`src/design/smoi_pkg.sv`:
```
package smoi_pkg;

   localparam int FRAC_BITS = 16;

   localparam int LEN_W      = 32;
   localparam int REL_W      = LEN_W + 1;
   localparam int WW         = 208;
   localparam int YW         = 72;
   localparam int OUT_W      = 48;
   localparam int SUM_W      = 64;
   localparam int PC_W       = 5;
   localparam int DIV_CNT_W  = $clog2(WW + 1);
   localparam int REQ_DATA_W = 232;
   localparam int RSP_DATA_W = 96;

   // Pi in Q.32, exact as used by the capsule formula.
   localparam logic [YW-1:0] PI_Q32 = YW'(64'd13493037705);
   localparam logic [YW-1:0] K48    = YW'(64'd48);
   localparam logic [YW-1:0] K192   = YW'(64'hC0_0000_0000);
   localparam logic [YW-1:0] KT1    = YW'(64'h10_0000_0000);
   localparam logic [YW-1:0] K6     = YW'(64'd6);
   localparam logic [YW-1:0] K3     = YW'(64'd3);

   localparam logic [WW-1:0] DEN_CIRCLE  = WW'(1) << (2 * FRAC_BITS + 1);
   localparam logic [WW-1:0] DEN_ELLIPSE = WW'(5) << (2 * FRAC_BITS);
   localparam logic [WW-1:0] ONE_3F      = WW'(1) << (3 * FRAC_BITS);
   localparam logic [OUT_W-1:0] SAT48    = {OUT_W{1'b1}};

   localparam logic [PC_W-1:0] PC_CIRCLE    = 5'd0;
   localparam logic [PC_W-1:0] PC_ELLIPSE   = 5'd2;
   localparam logic [PC_W-1:0] PC_CAPSULE   = 5'd5;
   localparam logic [PC_W-1:0] PC_POLY      = 5'd21;
   localparam logic [PC_W-1:0] PC_POLY_LAST = 5'd29;
   localparam logic [PC_W-1:0] PC_POLY_END  = 5'd30;

   typedef enum logic [1:0] {
      KIND_CIRCLE, KIND_VERTEX, KIND_ELLIPSE, KIND_CAPSULE
   } kind_type;

   typedef enum logic [3:0] {
      ST_IDLE, ST_ISSUE, ST_MAC_WAIT, ST_POLY_SUM, ST_DIV_ISSUE,
      ST_DIV_WAIT, ST_INV_ISSUE, ST_INV_WAIT, ST_DONE
   } state_type;

   typedef enum logic [3:0] {
      X_A, X_B, X_S, X_H, X_R1, X_R2, X_R3, X_PX, X_PY, X_CX, X_CY
   } xsel_type;

   typedef enum logic [4:0] {
      Y_A, Y_B, Y_S, Y_H, Y_M, Y_PI, Y_48, Y_192, Y_T1, Y_6, Y_3,
      Y_R1, Y_R2, Y_W, Y_PX, Y_PY, Y_CX, Y_CY, Y_CR
   } ysel_type;

   typedef enum logic [2:0] {
      D_NONE, D_R1, D_R2, D_R3, D_DEN
   } dst_type;

   typedef struct packed {
      xsel_type xsel;
      ysel_type ysel;
      logic     clear;
      logic     inv;
      dst_type  dst;
      logic     last;
   } uop_type;

   typedef struct packed {
      logic start;
      logic clear;
      logic neg;
   } mac_ctl_type;

   typedef struct packed {
      logic busy;
      logic done;
   } unit_stat_type;

   // Multiply-accumulate program for every shape.
   function automatic uop_type uop_rom(input logic [PC_W-1:0] pc);
      uop_type u;
      case (pc)
         // Circle: m * a * a.
         5'd0:  u = '{X_A,  Y_A,   1'b1, 1'b0, D_R1,  1'b0};
         5'd1:  u = '{X_R1, Y_M,   1'b1, 1'b0, D_R1,  1'b1};
         // Ellipse: m * (a * a + b * b).
         5'd2:  u = '{X_A,  Y_A,   1'b1, 1'b0, D_NONE, 1'b0};
         5'd3:  u = '{X_B,  Y_B,   1'b0, 1'b0, D_R1,  1'b0};
         5'd4:  u = '{X_R1, Y_M,   1'b1, 1'b0, D_R1,  1'b1};
         // Capsule: divisor first, then the numerator terms.
         5'd5:  u = '{X_S,  Y_S,   1'b1, 1'b0, D_R1,  1'b0};
         5'd6:  u = '{X_H,  Y_S,   1'b1, 1'b0, D_R2,  1'b0};
         5'd7:  u = '{X_R1, Y_PI,  1'b1, 1'b0, D_R3,  1'b0};
         5'd8:  u = '{X_R3, Y_48,  1'b1, 1'b0, D_NONE, 1'b0};
         5'd9:  u = '{X_R2, Y_192, 1'b0, 1'b0, D_DEN, 1'b0};
         5'd10: u = '{X_H,  Y_H,   1'b1, 1'b0, D_NONE, 1'b0};
         5'd11: u = '{X_S,  Y_S,   1'b0, 1'b0, D_R3,  1'b0};
         5'd12: u = '{X_R3, Y_R2,  1'b1, 1'b0, D_R3,  1'b0};
         5'd13: u = '{X_R1, Y_R1,  1'b1, 1'b0, D_R2,  1'b0};
         5'd14: u = '{X_R1, Y_H,   1'b1, 1'b0, D_R1,  1'b0};
         5'd15: u = '{X_R1, Y_W,   1'b1, 1'b0, D_R1,  1'b0};
         5'd16: u = '{X_R2, Y_6,   1'b1, 1'b0, D_NONE, 1'b0};
         5'd17: u = '{X_R1, Y_3,   1'b0, 1'b0, D_R1,  1'b0};
         5'd18: u = '{X_R1, Y_PI,  1'b1, 1'b0, D_NONE, 1'b0};
         5'd19: u = '{X_R3, Y_T1,  1'b0, 1'b0, D_R1,  1'b0};
         5'd20: u = '{X_R1, Y_M,   1'b1, 1'b0, D_R1,  1'b1};
         // Polygon edge: cross product, then the dot terms, then their product.
         5'd21: u = '{X_PX, Y_CY,  1'b1, 1'b0, D_NONE, 1'b0};
         5'd22: u = '{X_PY, Y_CX,  1'b0, 1'b1, D_R1,  1'b0};
         5'd23: u = '{X_CX, Y_CX,  1'b1, 1'b0, D_NONE, 1'b0};
         5'd24: u = '{X_CY, Y_CY,  1'b0, 1'b0, D_NONE, 1'b0};
         5'd25: u = '{X_CX, Y_PX,  1'b0, 1'b0, D_NONE, 1'b0};
         5'd26: u = '{X_CY, Y_PY,  1'b0, 1'b0, D_NONE, 1'b0};
         5'd27: u = '{X_PX, Y_PX,  1'b0, 1'b0, D_NONE, 1'b0};
         5'd28: u = '{X_PY, Y_PY,  1'b0, 1'b0, D_R2,  1'b0};
         5'd29: u = '{X_R2, Y_CR,  1'b1, 1'b0, D_R2,  1'b1};
         // Polygon end: m * cross_dot_sum.
         5'd30: u = '{X_R3, Y_M,   1'b1, 1'b0, D_R1,  1'b1};
         default: u = '{X_A, Y_A, 1'b1, 1'b0, D_NONE, 1'b1};
      endcase
      return u;
   endfunction

endpackage

```
`src/design/smoi_mac.sv`:
```
// Shift-add multiply-accumulate unit: one multiplier bit per cycle, stops
// as soon as the remaining multiplier bits are all zero.
module smoi_mac (
   input  logic                          clock,
   input  logic                          reset,
   input  smoi_pkg::mac_ctl_type         mac_ctl,
   input  logic [smoi_pkg::WW-1:0]       mac_x,
   input  logic [smoi_pkg::YW-1:0]       mac_y,
   output smoi_pkg::unit_stat_type       mac_stat,
   output logic [smoi_pkg::WW-1:0]       mac_acc
);
   import smoi_pkg::*;

   logic          busy_ff, busy_in;
   logic          neg_ff, neg_in;
   logic [WW-1:0] x_ff, x_in;
   logic [YW-1:0] y_ff, y_in;
   logic [WW-1:0] acc_ff, acc_in;
   logic [WW-1:0] sum;

   // Subtraction adds the two's complement of the shifted multiplicand.
   assign sum = acc_ff + (x_ff ^ {WW{neg_ff}}) + WW'(neg_ff);

   always_comb begin
      busy_in = busy_ff;
      neg_in  = neg_ff;
      x_in    = x_ff;
      y_in    = y_ff;
      acc_in  = acc_ff;
      if (mac_ctl.start) begin
         busy_in = 1'b1;
         neg_in  = mac_ctl.neg;
         x_in    = mac_x;
         y_in    = mac_y;
         acc_in  = mac_ctl.clear ? '0 : acc_ff;
      end else if (busy_ff && (y_ff != '0)) begin
         x_in   = x_ff << 1;
         y_in   = y_ff >> 1;
         acc_in = y_ff[0] ? sum : acc_ff;
      end else if (busy_ff) begin
         busy_in = 1'b0;
      end
   end

   always_ff @(posedge clock) begin
      if (reset) begin
         busy_ff <= 1'b0;
      end else begin
         busy_ff <= busy_in;
      end
      neg_ff <= neg_in;
      x_ff   <= x_in;
      y_ff   <= y_in;
      acc_ff <= acc_in;
   end

   assign mac_stat.busy = busy_ff;
   assign mac_stat.done = busy_ff && (y_ff == '0);
   assign mac_acc       = acc_ff;

endmodule

```
`config.mk`:
```
export PLATFORM = sky130hd
export DESIGN_NAME = smoi_mac
export DESIGN_NICKNAME = d
export VERILOG_FILES = /design/src/design/smoi_pkg.sv /design/src/design/smoi_mac.sv
export SDC_FILE = /design/constraint.sdc
export NUM_CORES = 1
export LEC_CHECK = 0
export BUFFER_PORTS_ARGS = -buffer_cell sky130_fd_sc_hd__clkbuf_2
export CORE_MARGIN = 1
export CORE_UTILIZATION = 35
export CTS_CLUSTER_SIZE = 12
export DETAILED_ROUTE_END_ITERATION = 12
export SYNTH_ARGS = -nofsm -noshare
export SYNTH_HDL_FRONTEND = slang
export SYNTH_SLANG_ARGS = --single-unit
```
`constraint.sdc`:
```
create_clock -name clock -period 36.6 [get_ports clock]
set_clock_uncertainty 0.15 [all_clocks]
set_input_delay 3.66 -clock clock [delete_from_list [all_inputs] [get_ports clock]]
set_output_delay 3.66 -clock clock [all_outputs]
set_load 0.005 [all_outputs]
```
==> flow_summary.yaml <==
yosys:
  post_synth_and_or_nand_nor_area_fraction: 0.139
  syn-instance-count: 3818
  synth_top_area_cells: "sky130_fd_sc_hd__edfxtp_1 40%, sky130_fd_sc_hd__mux2_2 8.8%, sky130_fd_sc_hd__ha_1 7.8%"
  yosysMostFrequentCell: "sky130_fd_sc_hd__edfxtp_1"
  synth-seq-area-share: 0.400
  yosys.area.top_type_share: 0.399
  synth_edf_count: 489
  share_of_synthesized_area_spent_on_multiplexers: 0.0893
  net_count_after_synthesis: 4332
  ys.flop_type: "sky130_fd_sc_hd__edfxtp_1"
  synth.cell_area_um2: 36800
  synthXorXnorAreaFrac: 0.0941
  synth-adder-area-share: 0.0782
  synth-async-reset-ratio: 0
  synth.lib_cells_used.distinct: 83
  synth_top_family_by_area: "compound AO/OA/AOI/OAI gates"
  synthTopCellsByCount: "489 x sky130_fd_sc_hd__edfxtp_1, 442 x sky130_fd_sc_hd__nor2_1, 386 x sky130_fd_sc_hd__a21oi_1"
  complex_gate_fraction_of_the_synthesized_area: 0.172
  synthesis.area_per_instance_um2: 9.63
  synth.largest_area_cell: "sky130_fd_sc_hd__edfxtp_1"
  yosys_register_bits: 490
  yosysWarningCount: 0
critical_path:
  crit_family: "simple AND/OR/NAND/NOR gates"
  path_cells: "buf_4 -> buf_4 -> xor2_1 -> ha_1 -> nand4_1 -> nor3_1 -> nand4_1 -> or2_2 -> nor3_1 -> o211ai_1 -> o211ai_1 -> buf_4 -> a31o_2 -> a31oi_1 -> o21ai_1 -> mux2_1"
  timing.critical_path.mode_cell: "sky130_fd_sc_hd__buf_4"
  crit_slowest_cell: "sky130_fd_sc_hd__edfxtp_1"
  worst_endpoint_required_time_ns: 36.88
  cp.buffers_inverters: 3
  critical-path-max-stage-delay_ns: 0.80
  endpoint_kind: "register"
  critical_path.max_fanout: 36
  setup.worst_path.start_class: "register"
  worst-setup-path-type: "register to register"
  worst_ep_arrival_time_ns: 7.15
  reg2reg_slack_ns: 29.73
die:
  core_region_area_um2: 104000
  placementRows: 118
  die_h_um: 326
  design.die.area_um2: 106000
  initial_utilization: 0.354
  top_level_ports: 495
  die_width_um: 326
sta:
  timing.slew.headroom: 0.150
  hold_violations: 0
  timing.final.max_slew_violations: 0
  fin_setup_tns_ns: 0
  rsz0062_at_grt: "no"
  fmax_mhz: 146
  setup_viol_count_final: 0
  period_share: 0.188
  worstMarginPinSlew_ns: 1.26
  final.min_clock_period_ns: 6.87
  fin_worst_setup_slack_ns: 29.73
clock_tree:
  numClockSinks: 490
  post_cts_resize_count: 0
  worst_setup_hold_path_clk_slew_ns: 0.06
  postCtsSetupBuffers: 0
  clk_path_buf_depth: 3
  holdBufCountCts: 0
  inserted_clock_buffers: 61
  cts.htree.levels: 2
  worstSkewPairLatency_ns: 0.69
  clock_tree.root_cell: "sky130_fd_sc_hd__clkbuf_16"
  tritoncts: "done"
place:
  post-dp-hpwl_mm: 106
  worst_setup_slack_after_placement_ns: 29.13
  placement.io_buffers: 494
  gpl.final_weighted_congestion: 1.01
min_path:
  hold_path_class: "register to register"
grt:
  grt_pass1_wl_mm: 194
  global_route.usage.total: 0.239
  first_global_vias: 31200
  pin_count_of_the_biggest_net_entering_global_routing: 85
  grt.overflow.total: 0
  antenna_found_initial: 8
job:
  max-cap-violations: 0
power_and_ir_drop:
  leakage_nw: 16.8
  worst_ir_drop_vdd_v: 0.0000365
  pwr_density_cell_nw_per_um2: 62.8
drt:
  drtPass1Iterations: 6
  avgViaCountPerCell: 5.61
  finalWirelength_mm: 132
  detail_route.wl_per_cell_um: 23.4
  route.antenna.remaining_nets: 0
  dr_total_vias: 31700
  post-route-drc-count: 0
  detail_route.iter0.violations: 2665
layout:
  share_of_cells_above_drive_strength_1: 0.220
  syn_to_final_growth_pct: 15.8
  num-nets-final: 4738
outcome:
  outcome: "finished, final reports clean"
## sequential cells by signal, indices dropped and copies added, names as in the netlist
name / count
neg_ff: 1
mac_acc: 208
busy_ff: 1
x_ff: 208
y_ff: 72
## cells in the final DEF, fill, tap and decap left out, drive strengths merged, types with 15 or more instances in the layout
master	netlist	final
mux2	290	290
a31oi	40	40
and3	20	20
a21boi	32	32
nor2	442	442
nor4	41	41
nand4	125	125
ha	228	228
edfxtp	489	489
buf	37	31
xnor2	97	97
nand2b	15	15
xor2	298	298
nor3	56	56
clkinv	0	17
nor2b	23	23
nand2	312	312
inv	85	90
or3	16	16
nand3	33	33
a211oi	15	15
a21oi	387	387
o31ai	19	19
o21ai	222	222
a221oi	16	16
o21a	33	33
a21o	89	89
o21bai	77	77
clkbuf	144	567
## worst reg2reg max path, delay by kind of cell (launching register included)
family / cells / cell delay [ns]
buffers and inverters: 3 / 1.47
adder cells (fa/ha/maj): 1 / 0.42
AO/OA/AOI/OAI: 5 / 1.45
XOR/XNOR: 1 / 0.18
AND/OR/NAND/NOR: 5 / 1.83
flip-flops: 1 / 0.80
multiplexers: 1 / 0.33
## metal layers
layer / track usage / up-vias / wire length [µm]
met3: 0.0443 / 206 / 9900
met2: 0.369 / 1262 / 58300
met4: 0.0752 / 4 / 3990
met5: 0 / - / 21
met1: 0.335 / 15300 / 60000
li1: - / 15000 / -
## power by group
part | switching (mW) | total [mW] | internal [mW]
logic | 0.781 | 1.23 | 0.446
registers | 0.0692 | 0.805 | 0.736
clock network | 0.268 | 0.639 | 0.371
total | 1.12 | 2.67 | 1.55
## through the flow
step / hold slack, ns / util / cell area, µm² / cells / power [mW]
2_1_floorplan: 0.392 / - / 36800 / 3818 / 1.63
3_3_place_gp: 0.401 / 0.390 / 40500 / 5541 / 2.02
3_5_place_dp: 0.406 / 0.390 / 40500 / 5541 / 2.02
4_1_cts: 0.431 / 0.410 / 42500 / 5654 / 2.67
5_1_grt: 0.447 / 0.410 / 42500 / 5654 / 2.82
6_report: 0.432 / 0.410 / 42500 / 5655 / 2.67
## cell families after synthesis
logic type | Yosys count
AO/OA/AOI/OAI | 1019
multiplexers | 291
XOR/XNOR | 395
adder cells (fa/ha/maj) | 229
AND/OR/NAND/NOR | 1128
buffers and inverters | 266
flip-flops | 490
## cell type report
type	count	area [µm²]
Multi-Input combinational cell	3062	21000
Inverter	85	319
Clock buffer	74	1580
Sequential cell	490	14700
Antenna cell	1	2.50
Fill cell	10400	61200
Tap cell	1380	1730
Clock inverter	39	469
Timing Repair Buffer	524	2710
## path summary, 6_finish.rpt
kind | startpoint | end | depth (start not counted)
setup / recovery | neg_ff | mac_acc[205] | 16
hold / removal | y_ff[1] | y_ff[0] | 1
setup reg to reg | neg_ff | mac_acc[205] | 16
hold reg to reg | y_ff[1] | y_ff[0] | 1
Power figures use the tool's default switching activity.
